--- config.mk ---
export PLATFORM = sky130hd
export DESIGN_NAME = mmar_div
export DESIGN_NICKNAME = d
export VERILOG_FILES = /design/src/design/mmar_pkg.sv /design/src/design/mmar_div.sv
export SDC_FILE = /design/constraint.sdc
export NUM_CORES = 2
export LEC_CHECK = 0
export ABC_AREA = 1
export BUFFER_PORTS_ARGS = -buffer_cell sky130_fd_sc_hd__buf_4
export CORE_UTILIZATION = 45
export DETAILED_ROUTE_END_ITERATION = 8
export GPL_TIMING_DRIVEN = 0
export RECOVER_POWER = 50
export SLEW_MARGIN = 10
export SYNTH_ARGS = -nofsm -noshare
export SYNTH_HDL_FRONTEND = slang
export SYNTH_SLANG_ARGS = --single-unit
--- constraint.sdc ---
create_clock -name clk_i -period 5.6 [get_ports clk_i]
set_clock_uncertainty 0.2 [all_clocks]
set_input_delay 0.28 -clock clk_i [delete_from_list [all_inputs] [get_ports clk_i]]
set_output_delay 0.28 -clock clk_i [all_outputs]
set_load 0.01 [all_outputs]
--- src/design/mmar_pkg.sv ---
// ----------------------------------------------------------------------------
// mmar_pkg
// Types and fixed constants of the multichannel moving average regression.
// ----------------------------------------------------------------------------
package mmar_pkg;

  // Number of ADC channels carried by one transfer.
  localparam int NCH         = 5;
  // Field widths fixed by the interface.
  localparam int SAMPLE_W    = 12;
  localparam int OUT_SUM_W   = 16;
  localparam int COEF_W      = 32;
  localparam int HEIGHT_W    = 32;
  // Growth of the product sum over five terms.
  localparam int ACC_GROW    = 3;
  // Digit width of the constant divider.
  localparam int DIGIT_W     = 24;
  localparam int CFG_INDEX_W = 3;

  typedef logic signed [COEF_W-1:0] coef_t;

  typedef enum logic [CFG_INDEX_W-1:0] {
    REG_OFFSET = 3'd0,
    REG_GAIN0  = 3'd1,
    REG_GAIN1  = 3'd2,
    REG_GAIN2  = 3'd3,
    REG_GAIN3  = 3'd4,
    REG_GAIN4  = 3'd5
  } cfg_reg_e;

  typedef struct packed {
    logic [SAMPLE_W-1:0] sample_ch0;
    logic [SAMPLE_W-1:0] sample_ch1;
    logic [SAMPLE_W-1:0] sample_ch2;
    logic [SAMPLE_W-1:0] sample_ch3;
    logic [SAMPLE_W-1:0] sample_ch4;
  } in_t;

  typedef struct packed {
    logic signed [HEIGHT_W-1:0] height_estimate;
    logic [OUT_SUM_W-1:0]       window_sum_ch0;
    logic [OUT_SUM_W-1:0]       window_sum_ch1;
    logic [OUT_SUM_W-1:0]       window_sum_ch2;
    logic [OUT_SUM_W-1:0]       window_sum_ch3;
    logic [OUT_SUM_W-1:0]       window_sum_ch4;
  } out_t;

  // Reset values of the regression registers (Q8.24).
  localparam coef_t OFFSET_RESET = 32'sd55641637;
  localparam coef_t [NCH-1:0] GAIN_RESET = {
    -32'sd5033, 32'sd1493, 32'sd5033, -32'sd8389, 32'sd10066
  };

endpackage

--- src/design/mmar_div.sv ---
// ----------------------------------------------------------------------------
// mmar_div
// Pipelined division by the constant window length, one digit per two stages.
// ----------------------------------------------------------------------------
module mmar_div #(
  parameter int WINDOW = 10,
  parameter int ACC_W  = 52,
  parameter int DIV_W  = 56
) (
  input  logic             clk_i,
  input  logic             advance_i,
  input  logic [DIV_W-1:0] dividend_i,
  output logic [ACC_W-1:0] quotient_o
);

  localparam int DW     = mmar_pkg::DIGIT_W;
  localparam int NDIG   = (DIV_W + DW - 1) / DW;
  localparam int WORD_W = NDIG * DW;
  localparam int REM_W  = $clog2(WINDOW);
  localparam int X_W    = REM_W + DW;
  // floor(2^X_W / WINDOW): the estimate is the true digit or one below it.
  localparam logic [X_W-1:0] RECIP = X_W'((64'd1 << X_W) / 64'(WINDOW));

  logic [WORD_W-1:0] word [NDIG+1];
  logic [REM_W-1:0]  rem  [NDIG+1];

  assign word[0] = WORD_W'(dividend_i);
  assign rem[0]  = '0;

  for (genvar j = 0; j < NDIG; j++) begin : g_digit
    localparam int D = NDIG - 1 - j;

    logic [X_W-1:0]    x;
    logic [2*X_W-1:0]  prod;
    logic [X_W-1:0]    x_q;
    logic [DW-1:0]     est_q;
    logic [WORD_W-1:0] a_word_q;
    logic [X_W-1:0]    part;
    logic [X_W-1:0]    resid;
    logic              fix;
    logic [DW-1:0]     digit;
    logic [WORD_W-1:0] word_d;
    logic [WORD_W-1:0] b_word_q;
    logic [REM_W-1:0]  b_rem_q;

    assign x    = {rem[j], word[j][D*DW +: DW]};
    assign prod = (2*X_W)'(x) * (2*X_W)'(RECIP);

    always_ff @(posedge clk_i) begin
      if (advance_i) begin
        x_q      <= x;
        est_q    <= prod[X_W +: DW];
        a_word_q <= word[j];
      end
    end

    // Correction step: the residual is below twice the divisor.
    assign part  = X_W'(est_q) * X_W'(WINDOW);
    assign resid = x_q - part;
    assign fix   = (resid >= X_W'(WINDOW));
    assign digit = est_q + DW'(fix);

    always_comb begin
      word_d            = a_word_q;
      word_d[D*DW +: DW] = digit;
    end

    always_ff @(posedge clk_i) begin
      if (advance_i) begin
        b_word_q <= word_d;
        b_rem_q  <= fix ? REM_W'(resid - X_W'(WINDOW)) : REM_W'(resid);
      end
    end

    assign word[j+1] = b_word_q;
    assign rem[j+1]  = b_rem_q;
  end

  assign quotient_o = word[NDIG][ACC_W-1:0];

endmodule

-- Word-level counts from Yosys, hierarchy flattened
Cells that the tools add are included.
- magnitude comparators: 3
- $add $sub $neg: 8
- multiply operators: 6
- multiplexer cells: 2
- operators by type and width (kind ; count):
    28-bit by 25-bit multiplier with 52-bit output, second input constant ; 2
    28-bit by 4-bit >= comparator with 1-bit output, second input constant ; 3
    28-bit subtractor ; 2
    24-bit by 3-bit multiplier with 27-bit output, second input constant ; 2
    24-bit by 1-bit adder with 24-bit output ; 2
    8-bit by 25-bit multiplier with 33-bit output, second input constant ; 1
    8-bit by 9-bit subtractor with 10-bit output ; 1
    5-bit by 3-bit multiplier with 8-bit output, second input constant ; 1
    4-bit 2-to-1 mux ; 2
    4-bit subtractor, second input constant ; 2
    4-bit by 1-bit adder with 4-bit output ; 1
- input bits: 58
- output and inout bits: 52
- register bits after elaboration: 433

-- Logic depth before layout (Yosys ltp)
- depth after elaboration: 4
- gate-level depth with buffers: 37
- gate-level depth less buffers: 37

-- Least setup slack after synthesis
OpenSTA, ideal clock, no wires.
- path kind: reg-to-reg
- start point: reg g_digit[1].b_word_q[14]
- end point: reg g_digit[2].est_q[11], data pin
- buffers on the path: 0
- data arrival time: 5.442 ns
- cell stages (with the launch flop): 21
- data required time: 5.135 ns
- library setup time: 0.265 ns
- path slack: -0.307 ns
- cells stage by stage: edfxtp_1 ha_1 inv_1 fa_1 fa_1 inv_1 fa_1 inv_1 fa_1 fa_1 inv_1 fa_1 ha_1 a21oi_1 a21boi_0 o21ai_0 nand2_1 nand4_1 a21boi_1 o21ai_0 xor2_1
- longest elaborated chain between the ends: 1
- ends and longest elaborated chain (element ; RTL line ; text):
    start: declaration ; mmar_div.sv:43 ; logic [WORD_W-1:0] b_word_q;
    start signal: assignment ; mmar_div.sv:70 ; b_word_q <= word_d;
    28-bit by 25-bit multiplier with 52-bit output ; mmar_div.sv:47 ; assign prod = (2*X_W)'(x) * (2*X_W)'(RECIP);
    net g_digit[2].prod[39] ; mmar_div.sv:34 ; logic [2*X_W-1:0] prod;
    end signal: assignment ; mmar_div.sv:52 ; est_q <= prod[X_W +: DW];
    end: declaration ; mmar_div.sv:36 ; logic [DW-1:0] est_q;
The timed path passes the listed nets, and every way through them passes these cells.
A chain may end at the register's enable or synchronous reset.

-- Worst setup path after layout
- start point: reg g_digit[1].b_word_q[5]
- end point: reg g_digit[2].est_q[15], data pin
The elaborated chain is that of the path after synthesis.

==> flow_summary.yaml <==
hold_path:
  hold_path.class: "in -> reg"
  min_to: "g_digit[0].a_word_q[43]"
  min_from: "dividend_i[43]"
  min_path_cells: 2
timing:
  finalSetupViolCount: 59
  worst_slack_ns: -0.505
  period_needed_ns: 6.11
  slew_viol_final: 59
  rsz0062_at_grt: "yes"
  clock.fmax_mhz: 164
  hold_viol_final: 0
  worstMarginPinSlew_ns: 3.58
  finalSetupTns_ns: -18.45
  relSlewSlack_pct: -139
  post-route-period-util_pct: 109
logic_synthesis:
  ys_seq_area_share_pct: 26.0
  avgSynthCellArea_sq_um: 9.58
  synth_area_sq_um: 44300
  yosys_warnings: 0
  synth_fp_nets: 5877
  synth_seq_cells: 384
  synth_cell_types: 49
  synth_cells: 4622
worst_setup_path:
  required_ns: 5.74
  r2r_setup_slack_ns: -0.51
  r2r_cells: 22
  end_kind: "flop"
  path_class: "reg -> reg"
  cp_max_fo: 3
  reg2reg_from: "g_digit[1].b_word_q[5]"
  crit_start: "g_digit[1].b_word_q[5]"
  crit_path_start_kind: "flop"
  cp.arrival_ns: 6.24
  timing.rr.end: "g_digit[2].est_q[15]"
floorplanning:
  die_x_um: 316
  io_pins: 110
  coreArea_sq_um: 97100
  start_util_pct: 45.6
  die_area_sq_um: 99700
  die_y_um: 316
  placementRows: 114
global_route:
  track_usage_pct: 25.9
  grt_max_degree: 118
  gr-total-overflow: 0
  antenna_found_initial: 0
  first_global_vias: 35200
  grt_first_pass_wirelength_um: 196000
route:
  route.detailed.drc: 0
  dr.first_iter.drc_count: 1933
  drt_pass1_iterations: 6
  routedWlPerCell_um: 19.5
  vias: 33600
  wl_um: 128000
  viasPerCell: 5.11
  ant_nets: 0
layout:
  nets: 6520
  drive_above_1_share_pct: 27.7
  n_antenna_cell: 0
  regArea_sq_um: 11500
  multi_input_area_sq_um: 33400
  syn2layout_area_growth_pct: 29.3
  fillers: 8329
  layout_commonest_cell: "inv_1"
  final_cell_mix: "inv_1 (1056), nand2_1 (530), ha_1 (501), fa_1 (472), edfxtp_1 (384)"
clock_tree:
  clockRootBuffer: "clkbuf_16"
  cts_buffers: 47
  cts.sinks: 384
  cts_tree: "yes"
  cts-htree-levels: 2
  clk_pin_slew_worst_paths_ns: 0.06
  clk_path_buf_depth: 3
  insertion_delay_ns: 0.63
place:
  gp_congestion: 0.958
  port_buffers: 109
  hpwlAfterDp_um: 101000
status:
  status: "complete, but fails checks"
  violations: "max-capacitance violations, max-slew violations, negative setup slack"
run:
  drv_cap: 1
==> flip-flops by register name, summed over array words and instances, names as in the netlist <==
| register | flops |
|---|---|
| g_digit.b_word_q | 156 |
| g_digit.b_rem_q | 8 |
| g_digit.x_q | 63 |
| g_digit.a_word_q | 104 |
| g_digit.est_q | 53 |
==> cells in the mapped netlist, drive strengths merged <==
| master | n | area (sq um) |
|---|---|---|
| inv | 1181 | 4430 |
| nand2 | 660 | 2500 |
| ha | 659 | 8250 |
| fa | 538 | 10800 |
| edfxtp | 384 | 11500 |
| nor2 | 296 | 1140 |
| a21oi | 227 | 1140 |
| nand3 | 148 | 766 |
| o21ai | 121 | 613 |
| xor2 | 102 | 893 |
| xnor2 | 64 | 561 |
| nand4 | 50 | 340 |
| nor3 | 39 | 248 |
| a31oi | 29 | 181 |
| a21o | 17 | 128 |
| nand3b | 17 | 128 |
| o21a | 15 | 113 |
| o21bai | 15 | 113 |
| nor4 | 13 | 111 |
| o211ai | 10 | 75.1 |
| a21boi | 6 | 45.0 |
| and3 | 6 | 37.5 |
| o221ai | 6 | 52.6 |
| a221oi | 4 | 35.0 |
| and2 | 4 | 25.0 |
| o22ai | 3 | 18.8 |
| or2 | 2 | 12.5 |
| a211oi | 1 | 7.51 |
| a41oi | 1 | 8.76 |
| nor3b | 1 | 7.51 |
| o2111ai | 1 | 8.76 |
| o311ai | 1 | 8.76 |
| o31ai | 1 | 7.51 |
==> critical path, stage by stage (launching register included) <==
cell	delay, ns
edfxtp_1	0.50
buf_6	0.17
ha_4	0.28
buf_6	0.12
inv_1	0.05
fa_1	0.47
inv_1	0.05
fa_1	0.53
ha_1	0.14
inv_1	0.04
fa_1	0.45
fa_1	0.54
inv_2	0.04
fa_2	0.58
ha_4	0.22
a21o_1	0.19
nor2_1	0.16
nand3_1	0.23
nand2_1	0.13
nand4_1	0.15
a21boi_2	0.28
o21bai_2	0.12
xor2_2	0.19
==> worst max path at each step <==
stage,slack [ns],end
final,-0.51,g_digit[2].est_q[15]
after global routing,-0.67,g_digit[1].est_q[18]
after CTS,-0.52,g_digit[2].est_q[21]
after detailed placement,-1.27,g_digit[1].est_q[15]
after global placement,-1.21,g_digit[1].est_q[15]
after floorplan,-0.08,g_digit[2].est_q[11]
==> repair_timing <==
action,4_1_cts,5_1_grt
setup buffers,316,130
pin swaps,324,320
hold buffers,57,0
endpoints found under the setup margin,91,85
resized for setup,662,502
hold endpoints to repair,114,0
==> logic make-up after synthesis <==
| family | Yosys count | share of synthesized area, % |
|---|---|---|
| AOI/OAI and AO/OA | 458 | 5.77 |
| xor gates and xnor gates | 166 | 3.28 |
| adders and majority gates | 1197 | 42.9 |
| buffers and inverters | 1181 | 10.0 |
| DFF | 384 | 26.0 |
| and+or+nand+nor | 1236 | 12.0 |
==> area by class of cell <==
type	instances	share of cell area, %
sequential	384	20.1
timing repair buffer	594	8.38
multi-input combinational	3057	58.4
clock buffer	51	2.08
tap	1276	2.79
clock inverter	32	0.435
inverter	1181	7.84
==> stage by stage <==
| step | util [%] | hold WS, ns | worst slack [ns] | cells | cell area (sq um) |
|---|---|---|---|---|---|
| floorplan | - | 0.179 | -0.0767 | 4622 | 44800 |
| global placement | 48.6 | 0.201 | -1.21 | 6007 | 47200 |
| detailed placement | 48.7 | 0.205 | -1.27 | 6010 | 47300 |
| CTS | 56.1 | 0.119 | -0.524 | 6463 | 54500 |
| global route | 59.0 | 0.164 | -0.674 | 6575 | 57300 |
| finish | 59.0 | 0.176 | -0.505 | 6575 | 57300 |
==> metal layers <==
layer  GRT usage, %  wire [um]
met1           32.0      52400
met2           45.5      63700
met3           2.72       4710
met4           12.1       7100
met5              0          0
Power is not shown: default switching activity piles up to over one toggle a cycle in this logic, so the estimate is an artifact.
