[config.mk]
export PLATFORM = sky130hd
export DESIGN_NAME = mmar_window
export DESIGN_NICKNAME = d
export VERILOG_FILES = /design/src/design/mmar_pkg.sv /design/src/design/mmar_ram.sv /design/src/design/mmar_window.sv
export SDC_FILE = /design/constraint.sdc
export NUM_CORES = 1
export LEC_CHECK = 0
export BUFFER_PORTS_ARGS = -buffer_cell sky130_fd_sc_hd__buf_2
export CORE_AREA = 5 5 208 310
export CTS_CLUSTER_SIZE = 16
export DETAILED_ROUTE_END_ITERATION = 7
export DIE_AREA = 0 0 213 315
export GPL_TIMING_DRIVEN = 0
export PLACE_DENSITY_LB_ADDON = 0.3
export SLEW_MARGIN = 20
export SYNTH_ARGS = -nofsm -noshare
export SYNTH_HDL_FRONTEND = slang
export SYNTH_SLANG_ARGS = --single-unit
export TNS_END_PERCENT = 50
[constraint.sdc]
create_clock -name clk_i -period 21.4 [get_ports clk_i]
set_clock_uncertainty 0.1 [all_clocks]
set_input_delay 1.07 -clock clk_i [delete_from_list [all_inputs] [get_ports clk_i]]
set_output_delay 1.07 -clock clk_i [all_outputs]
set_load 0.1 [all_outputs]
[src/design/mmar_pkg.sv]
// ----------------------------------------------------------------------------
// mmar_pkg
// Types and fixed constants of the multichannel moving average regression.
// ----------------------------------------------------------------------------
package mmar_pkg;

  // Number of ADC channels carried by one transfer.
  localparam int NCH         = 5;
  // Field widths fixed by the interface.
  localparam int SAMPLE_W    = 12;
  localparam int OUT_SUM_W   = 16;
  localparam int COEF_W      = 32;
  localparam int HEIGHT_W    = 32;
  // Growth of the product sum over five terms.
  localparam int ACC_GROW    = 3;
  // Digit width of the constant divider.
  localparam int DIGIT_W     = 24;
  localparam int CFG_INDEX_W = 3;

  typedef logic signed [COEF_W-1:0] coef_t;

  typedef enum logic [CFG_INDEX_W-1:0] {
    REG_OFFSET = 3'd0,
    REG_GAIN0  = 3'd1,
    REG_GAIN1  = 3'd2,
    REG_GAIN2  = 3'd3,
    REG_GAIN3  = 3'd4,
    REG_GAIN4  = 3'd5
  } cfg_reg_e;

  typedef struct packed {
    logic [SAMPLE_W-1:0] sample_ch0;
    logic [SAMPLE_W-1:0] sample_ch1;
    logic [SAMPLE_W-1:0] sample_ch2;
    logic [SAMPLE_W-1:0] sample_ch3;
    logic [SAMPLE_W-1:0] sample_ch4;
  } in_t;

  typedef struct packed {
    logic signed [HEIGHT_W-1:0] height_estimate;
    logic [OUT_SUM_W-1:0]       window_sum_ch0;
    logic [OUT_SUM_W-1:0]       window_sum_ch1;
    logic [OUT_SUM_W-1:0]       window_sum_ch2;
    logic [OUT_SUM_W-1:0]       window_sum_ch3;
    logic [OUT_SUM_W-1:0]       window_sum_ch4;
  } out_t;

  // Reset values of the regression registers (Q8.24).
  localparam coef_t OFFSET_RESET = 32'sd55641637;
  localparam coef_t [NCH-1:0] GAIN_RESET = {
    -32'sd5033, 32'sd1493, 32'sd5033, -32'sd8389, 32'sd10066
  };

endpackage

[src/design/mmar_ram.sv]
// ----------------------------------------------------------------------------
// mmar_ram
// Generic single write port RAM with one registered read port.
// ----------------------------------------------------------------------------
module mmar_ram #(
  parameter int WIDTH = 8,
  parameter int DEPTH = 16
) (
  input  logic                     clk_i,
  input  logic                     we_i,
  input  logic [$clog2(DEPTH)-1:0] waddr_i,
  input  logic [WIDTH-1:0]         wdata_i,
  input  logic [$clog2(DEPTH)-1:0] raddr_i,
  output logic [WIDTH-1:0]         rdata_o
);

  logic [WIDTH-1:0] mem_q [DEPTH];
  logic [WIDTH-1:0] rdata_q;

  always_ff @(posedge clk_i) begin
    if (we_i) begin
      mem_q[waddr_i] <= wdata_i;
    end
    rdata_q <= mem_q[raddr_i];
  end

  assign rdata_o = rdata_q;

endmodule

[src/design/mmar_window.sv]
// ----------------------------------------------------------------------------
// mmar_window
// Sample rings and running window sums for all channels.
// ----------------------------------------------------------------------------
module mmar_window #(
  parameter int WINDOW = 10,
  parameter int RING_W = 12,
  parameter int SUM_W  = 16
) (
  input  logic                                   clk_i,
  input  logic                                   rst_ni,
  input  logic                                   accept_i,
  input  logic [mmar_pkg::NCH-1:0][RING_W-1:0]   samples_i,
  output logic [mmar_pkg::NCH-1:0][SUM_W-1:0]    sums_o
);

  localparam int SLOT_W = $clog2(WINDOW);
  localparam int ROW_W  = mmar_pkg::NCH * RING_W;

  logic [SLOT_W-1:0]                          slot_q;
  logic [SLOT_W-1:0]                          slot_next;
  logic [SLOT_W-1:0]                          raddr;
  logic [WINDOW-1:0]                          row_valid_q;
  logic [mmar_pkg::NCH-1:0][RING_W-1:0]       rd_row;
  logic [mmar_pkg::NCH-1:0][RING_W-1:0]       old_row;
  logic [mmar_pkg::NCH-1:0][SUM_W-1:0]        sums_q;
  logic [mmar_pkg::NCH-1:0][SUM_W-1:0]        sums_d;

  assign slot_next = (slot_q == SLOT_W'(WINDOW - 1)) ? '0 : slot_q + 1'b1;

  // The read port always points at the slot that the next transfer overwrites.
  assign raddr = accept_i ? slot_next : slot_q;

  mmar_ram #(
    .WIDTH (ROW_W),
    .DEPTH (WINDOW)
  ) u_ring (
    .clk_i   (clk_i),
    .we_i    (accept_i),
    .waddr_i (slot_q),
    .wdata_i (samples_i),
    .raddr_i (raddr),
    .rdata_o (rd_row)
  );

  // Rows not yet written since reset count as zero.
  assign old_row = row_valid_q[slot_q] ? rd_row : '0;

  always_comb begin
    for (int k = 0; k < mmar_pkg::NCH; k++) begin
      sums_d[k] = sums_q[k] - SUM_W'(old_row[k]) + SUM_W'(samples_i[k]);
    end
  end

  always_ff @(posedge clk_i or negedge rst_ni) begin
    if (!rst_ni) begin
      slot_q      <= '0;
      row_valid_q <= '0;
      sums_q      <= '0;
    end else if (accept_i) begin
      slot_q              <= slot_next;
      row_valid_q[slot_q] <= 1'b1;
      sums_q              <= sums_d;
    end
  end

  assign sums_o = sums_q;

endmodule

After elaboration in Yosys (flattened, before gate mapping)
Memory sizes are Yosys's and may differ from the RTL's. A register that Yosys moved wholly into a read port is not among the register bits.
Index checks and enable logic that the tools add are counted.

operators by class
  $add $sub $neg = 11
  $lt $le $gt $ge = 2
  equal/unequal tests = 1
  mux-type cells = 9
  bitwise gates (word level) = 1
  reduce and logical (&&, ||, !) cells = 1

operator list
  operator             count
  $add 16x12->16       5
  $sub 16x12->16       5
  $mux 60              1
  $or 10x10->10        1
  $mux 4               2
  $lt 4x5->1 const B   1
  $add 4x1->4 const B  1
  $bmux 1 s4           1
  $demux 1 s4          1
  $eq 4x4->1 const B   1
  $ge 4x1->1 const B   1
  $mux 1               4
  $logic_and 1x1->1    1

storage, ports and cells
  bits in registers = 94
  memory bits (writable) = 600
  output and inout port bits = 80
  memories = 1

memory list
  memory        depth  width  read ports  clocked after Yosys merged registers in  wr ports  line            text
  u_ring.mem_q  10     60     1           1                                        1         mmar_ram.sv:17  logic [WIDTH-1:0] mem_q [DEPTH];

Longest topological paths before layout
Gate-level depths: netlist of the first run.

  depth in word-level cells = 5
  mapped depth = 18

Cells and area by module
From an unflattened synthesis of the first run, not the netlist that was laid out.

second synthesis, totals
  cell total of the unflattened synthesis = 2504
  area total of the unflattened synthesis = 34742.1 µm²

modules (own cells, without submodules)
  module       instances  cells each  area each (µm²)  sequential area each (µm²)
  mmar_ram     1          1293        24930.2          19218.4
  mmar_window  1          1211        9811.9           2352.3

Worst setup path before layout of the first run
Ideal clock, no wire load.

  kind = input to register
  from = input accept_i
  to = memory u_ring.mem_q[1][0] (netlist name) (enable)
  setup time = 0.628 ns
  arrival time = 6.904 ns
  data required time = 20.672 ns
  setup slack = 13.768 ns
  cell stages on the path = 2
  path buffers = 0
  cell sequence = nand2_1 -> nor4_1

between the ends
  cells in the longest elaborated chain, start to end = 2

RTL lines
  element                       line               text
  start, declared               mmar_window.sv:12  input logic accept_i,
  $mux 1                        mmar_ram.sv:21     if (we_i) begin
  $mux 1 (not written as such)  mmar_ram.sv:22     mem_q[waddr_i] <= wdata_i;
  end, declared                 mmar_ram.sv:17

No other way between the ends.

Worst setup path in the final report of the first run
  from = register slot_q[1]
  to = register sums_q (netlist bit sums_o[47])

between the ends
  cells in the longest elaborated chain, start to end = 5

RTL lines
  element                       line               text
  start, declared               mmar_window.sv:20  logic [SLOT_W-1:0] slot_q;
  start signal, assigned        mmar_window.sv:61  slot_q <= slot_next;
  $bmux 1 s4                    mmar_window.sv:47  assign old_row = row_valid_q[slot_q] ? rd_row : '0;
  $mux 1 (not written as such)  mmar_window.sv:47
  $mux 60                       mmar_window.sv:47
  $sub 16x12->16                mmar_window.sv:51  sums_d[k] = sums_q[k] - SUM_W'(old_row[k]) + SUM_W'(samples_i[k]);
  $add 16x12->16                mmar_window.sv:51
  end signal, assigned          mmar_window.sv:63  sums_q <= sums_d;
  end, declared                 mmar_window.sv:26  logic [mmar_pkg::NCH-1:0][SUM_W-1:0] sums_q;

No other way between the ends. The select of a mux whose other input is x is not followed.
A chain may end at the register's enable or synchronous reset.

==> impl_metrics.py, run 1 <==
metrics = {
    "run_status": {
        "outcome": "complete, no violations",
    },
    "global_routing": {
        "grt_util_met1": 0.297,
        "busiest_layer": "met2",
        "use_met3": 0.0441,
        "grt_max_degree": 64,
        "grt_overflow_total": 0,
        "grt_pass1_wl_um": 127000,
        "grt_pass1_vias": 21500,
        "use_met2": 0.458,
        "antenna_found_initial": 3,
        "track_usage": 0.253,
    },
    "place": {
        "io_buffers": 142,
        "place_hpwl_um": 58800,
        "finalWeightedCongestion": 0.853,
        "dp_slack_ns": 16.33,
        "dpl.cell_count": 3277,
    },
    "routing": {
        "drcViolationCount": 0,
        "first_pass_iters": 5,
        "vias": 20300,
        "wl_um": 84400,
        "vias_per_cell": 5.95,
        "drt_iter0_drc": 1958,
        "wl_per_cell_um": 24.8,
        "final_antenna_net_count": 0,
    },
    "floorplanning": {
        "die_w_um": 213,
        "initial_utilization": 0.545,
        "die_area_um2": 67100,
        "die_h_um": 315,
        "io_pins": 143,
        "fp-row-count": 111,
        "core_um2": 61200,
    },
    "synthesis": {
        "syn-cell-area_um2": 33400,
        "synth-edff-count": 600,
        "synth_warnings": 0,
        "ys_types": 66,
        "synth_area_per_cell_um2": 14.7,
        "syn_inst": 2273,
        "ys_seq_elements": 754,
        "synth_ff_type": "edfxtp_1",
        "synth-seq-area-share": 0.647,
        "ys_async_sr_fraction": 0.125,
        "yosysTopAreaCell": "edfxtp_1",
        "synthTopCellsByArea": "edfxtp_1, mux4_2, dfrtp_1",
        "synth_top_area_frac": 0.540,
        "syn-num-nets": 2476,
    },
    "timing": {
        "worstMarginPinSlew_ns": 1.10,
        "rsz0062_at_grt": "false",
        "fmax_mhz": 194,
        "timing.slew.headroom": 0.267,
        "fin_crit_sh": 0.241,
        "setup_ws_ns": 16.24,
        "drv_slew": 0,
        "hold_viol": 0,
        "fin_setup_tns_ns": 0,
        "setup_viol": 0,
        "period_minus_slack_ns": 5.16,
    },
    "clocking": {
        "cts.sinks": 754,
        "cts_made_buffers": 70,
        "clk_latency_ns": 0.61,
        "cts_setup_buffers": 0,
        "clk_path_buf_depth": 3,
        "clock-root-buffer": "clkbuf_16",
        "clkTransAtPathRegs_ns": 0.07,
        "ctsHoldBuffers": 0,
        "tritoncts": "built",
        "cts_resized": 0,
        "htreeDepth": 3,
    },
    "critical_path": {
        "critPathBufInv": 3,
        "ff2ff_setup_slack_ns": 16.24,
        "critPathCaptureType": "flip-flop",
        "cp_cell_sequence": "buf_2 > mux4_2 > mux2i_1 > o32ai_2 > clkbuf_1 > and2_1 > fa_1 > inv_1 > ha_1 > a211oi_1 > o211ai_1 > a41o_1 > a211o_1 > a21oi_1 > mux2i_1 > xor2_1",
        "cp_max_fo": 10,
        "cp_top_family": "compound AO/OA/AOI/OAI gates",
        "cpMaxStageDelayCell": "clkbuf_1",
        "max_stage_delay_ns": 0.47,
        "critPathLaunchType": "flip-flop",
        "critPathKind": "flip-flop to flip-flop",
        "critPathRequiredTime_ns": 21.84,
        "arrival_ns": 5.60,
        "crit_top_cell": "mux2i_1",
    },
    "run": {
        "drv_cap": 0,
    },
    "final_layout": {
        "mostFrequentLayoutCell": "edfxtp_1",
        "area_growth_pct": 14.8,
        "final_layout_size_suffix_gt1_frac": 0.192,
        "final_cell_mix": "edfxtp_1, inv_1, nand2_1",
        "fin_nets": 2761,
        "fin_cells": 3408,
    },
    "min_path": {
        "min_path_type": "input port to asynchronous set/reset pin",
    },
}
## cell usage after synthesis, drive strengths merged, types with 4 or more instances
library cell / number
a21oi: 49
nor2: 55
a21boi: 7
mux4: 122
o21bai: 4
o21a: 6
a211o: 5
xnor2: 35
mux2i: 37
o21ai: 74
clkbuf: 55
o311ai: 4
inv: 271
a21o: 25
dfxtp: 60
fa: 60
nand3: 20
and3: 5
buf: 36
o22ai: 4
nor2b: 12
nand2: 185
a31oi: 65
dfrtp: 94
and2: 122
edfxtp: 600
nor3: 15
a211oi: 71
nor4: 4
ha: 80
nand4: 7
or3: 12
nand2b: 9
a311oi: 4
xor2: 18
or2: 11
## through the flow
| stage | hold WS (ns) | utilization | cell area [um2] |
|---|---|---|---|
| 6_report | 0.228 | 0.625 | 38300 |
| 5_1_grt | 0.254 | 0.625 | 38300 |
| 4_1_cts | 0.230 | 0.625 | 38300 |
| 3_5_place_dp | 0.350 | 0.587 | 36000 |
| 3_3_place_gp | 0.343 | 0.572 | 35100 |
| 2_1_floorplan | 0.328 | - | 33400 |
## cells by family (layout without fill, tap and decap cells)
group | count (synthesis) | in the layout | share of synthesized area
buffers and inverters | 362 | 703 | 0.0449
flip-flops | 754 | 754 | 0.647
multiplexers | 159 | 159 | 0.0935
other | 0 | 3 | 0
AO/OA/AOI/OAI | 335 | 335 | 0.0649
AND/OR/NAND/NOR | 470 | 470 | 0.0695
XOR/XNOR | 53 | 53 | 0.0145
adder cells (fa/ha/maj) | 140 | 140 | 0.0660
## worst register-to-register path: cells and delay by family (launching register included)
family                     cells  cell delay [ns]
AOI/OAI and AO/OA              6             2.03
buffers and inverters          3             0.84
adders and majority gates      2             0.69
muxes                          3             0.62
DFF                            1             0.44
and+or+nand+nor                1             0.22
xor gates and xnor gates       1             0.16
## path summary, 6_finish.rpt
check	startpoint	to	depth (start not counted)
worst max-delay path	slot_q[1]$_DFF_PN0_	sums_o[47]$_DFFE_PN0P_	16
worst min-delay path	rst_ni	sums_o[25]$_DFFE_PN0P_	1
worst max register to register	slot_q[1]$_DFF_PN0_	sums_o[47]$_DFFE_PN0P_	16
worst min register to register	row_valid_q[3]$_DFFE_PN0P_	row_valid_q[3]$_DFFE_PN0P_	1
max in group asynchronous	rst_ni	sums_o[59]$_DFFE_PN0P_	2
min in group clk_i	row_valid_q[3]$_DFFE_PN0P_	row_valid_q[3]$_DFFE_PN0P_	1
## final cells by class
class                           count  area, um2
Inverter                          271       1020
Antenna cell                        3       7.51
Clock buffer                       84       1880
Tap cell                          791        990
Buffer                             91        485
Timing Repair Buffer              213       1530
Fill cell                        4393      23000
Clock inverter                     44        460
Sequential cell                   754      21600
Multi-Input combinational cell   1157      10400
## layer usage
metal | part of all wire | wire [um]
met5 | 0.00013 | 11
met4 | 0.041 | 3440
met2 | 0.54 | 45200
met3 | 0.074 | 6210
met1 | 0.35 | 29500
## flip-flops by register name (all words and copies together) (netlist names)
register	flops
sums_o	80
row_valid_q	10
slot_q	4
u_ring.rdata_o	60
u_ring.mem_q	600
Power of run 1 is left out: the tool's default activity adds up to more than one toggle a clock period on the data nets, which glitch-free logic cannot reach.
==> run 2: changes to the inputs <==
==> constraint.sdc (replaced) <==
create_clock -name clk_i -period 5.2 [get_ports clk_i]
set_clock_uncertainty 0.1 [all_clocks]
set_input_delay 0.26 -clock clk_i [delete_from_list [all_inputs] [get_ports clk_i]]
set_output_delay 0.26 -clock clk_i [all_outputs]
set_load 0.1 [all_outputs]
==> impl_metrics.py, run 2 (synthesis gave the netlist of run 1 again) <==
metrics = {
    "timing": {
        "rsz0062_at_grt": "true",
        "timing.slew.headroom": 0.200,
        "fmax_mhz": 200,
        "setup_viol": 0,
        "worstMarginPinSlew_ns": 1.20,
        "hold_viol": 0,
        "hold_ws_ns": 0.0705,
        "fin_crit_sh": 0.962,
        "period_minus_slack_ns": 5.00,
        "setup_ws_ns": 0.198,
        "drv_slew": 0,
    },
    "final_layout": {
        "final_cell_mix": "edfxtp_1, inv_1, nand2_1",
        "mostFrequentLayoutCell": "edfxtp_1",
        "area_growth_pct": 17.0,
        "fin_cells": 3460,
        "largest_register_ffs": 600,
        "top_register": "u_ring.mem_q",
        "final_layout_size_suffix_gt1_frac": 0.184,
        "fin_nets": 2814,
    },
    "run_status": {
        "outcome": "complete, no violations",
    },
    "routing": {
        "drt_iter0_drc": 1887,
        "vias_per_cell": 5.92,
        "first_pass_iters": 6,
        "wl_um": 84100,
        "vias": 20500,
        "drcViolationCount": 0,
        "wl_per_cell_um": 24.3,
        "final_antenna_net_count": 0,
    },
    "clocking": {
        "clk_path_buf_depth": 3,
        "clk_latency_ns": 0.62,
        "tritoncts": "built",
        "htreeDepth": 3,
        "clock-root-buffer": "clkbuf_16",
        "cts.sinks": 754,
        "cts_setup_buffers": 0,
        "cts_made_buffers": 71,
        "clkTransAtPathRegs_ns": 0.07,
    },
    "floorplanning": {
        "io_pins": 143,
        "die_w_um": 213,
        "initial_utilization": 0.545,
        "fp-row-count": 111,
        "core_um2": 61200,
        "die_area_um2": 67100,
        "die_h_um": 315,
    },
    "global_routing": {
        "grt_max_degree": 68,
        "grt_pass1_wl_um": 128000,
        "antenna_found_initial": 4,
        "grt_pass1_vias": 21800,
        "track_usage": 0.253,
        "grt_overflow_total": 0,
    },
    "critical_path": {
        "critPathRequiredTime_ns": 5.64,
        "critPathCaptureType": "flip-flop",
        "critPathLaunchType": "flip-flop",
        "critPathKind": "flip-flop to flip-flop",
        "cp_max_fo": 10,
        "arrival_ns": 5.45,
    },
    "run": {
        "drv_cap": 0,
    },
    "min_path": {
        "min_path_type": "input port to asynchronous set/reset pin",
    },
    "place": {
        "dp_slack_ns": 0.0104,
        "io_buffers": 142,
        "finalWeightedCongestion": 0.856,
        "dpl.cell_count": 3267,
        "place_hpwl_um": 58400,
    },
}
[run 2: cell count changes in the layout (fill, tap and decap cells not counted), sizes merged]
| cell | change |
|---|---|
| clkinvlp | -3 |
| dlygate4sd3 | +61 |
| inv | -1 |
| buf | -9 |
| clkinv | -4 |
| diode | -1 |
| clkbuf | +9 |
[run 2: routing by layer]
metal	track usage	routed length (um)
met1	0.306	29800
met2	0.446	44500
met3	0.0360	5810
met4	0.121	4010
met5	0	13
[run 2: worst max-delay path: stages (launching register included)]
cell      delay (ns)
dfrtp_1         0.42
buf_2           0.31
mux4_2          0.36
mux2i_1         0.24
o32ai_4         0.21
clkbuf_2        0.27
and2_1          0.22
fa_1            0.54
inv_1           0.06
ha_1            0.29
a211oi_2        0.34
o211ai_1        0.22
a41o_1          0.34
a211o_1         0.32
a21oi_1         0.25
mux2i_1         0.27
xor2_1          0.16
[run 2: what timing repair did]
action | in CTS | in global routing
hold buffers | 62 | 0
resized for setup | 1 | 5
hold endpoints to repair | 694 | 0
endpoints found under the setup margin | 1 | 5
[run 2: path summary, 6_finish.rpt]
check | start | slack [ns] | to | depth (start not counted)
max reg2reg | slot_q[1]$_DFF_PN0_ | 0.20 | sums_o[47]$_DFFE_PN0P_ | 16
min reg2reg | sums_o[47]$_DFFE_PN0P_ | 0.36 | sums_o[47]$_DFFE_PN0P_ | 1
min in group clk_i | accept_i | 0.28 | u_ring.mem_q[1][18]$_DFFE_PP_ | 3
min | rst_ni | 0.07 | sums_o[29]$_DFFE_PN0P_ | 3
max | slot_q[1]$_DFF_PN0_ | 0.20 | sums_o[47]$_DFFE_PN0P_ | 16
max in group asynchronous | rst_ni | 4.49 | sums_o[75]$_DFFE_PN0P_ | 3
[run 2: area by class of cell]
class | instances | area, um2
multi-input cells | 1157 | 10400
clock inverters | 36 | 428
flip-flops and latches | 754 | 21600
diodes | 2 | 5.00
repair buffers | 265 | 2190
clock buffers | 93 | 1930
fillers | 4210 | 22200
plain buffers | 91 | 487
inverters | 271 | 1020
well taps | 791 | 990
[run 2: through the flow]
step           TNS [ns]   util  instance area (um2)
2_1_floorplan    -43.87      -                33400
3_3_place_gp   -1606.85  0.573                35100
3_5_place_dp          0  0.588                36000
4_1_cts               0  0.637                39000
5_1_grt         -0.0262  0.637                39000
6_report              0  0.637                39000
Power of run 2 is left out for the same reason.
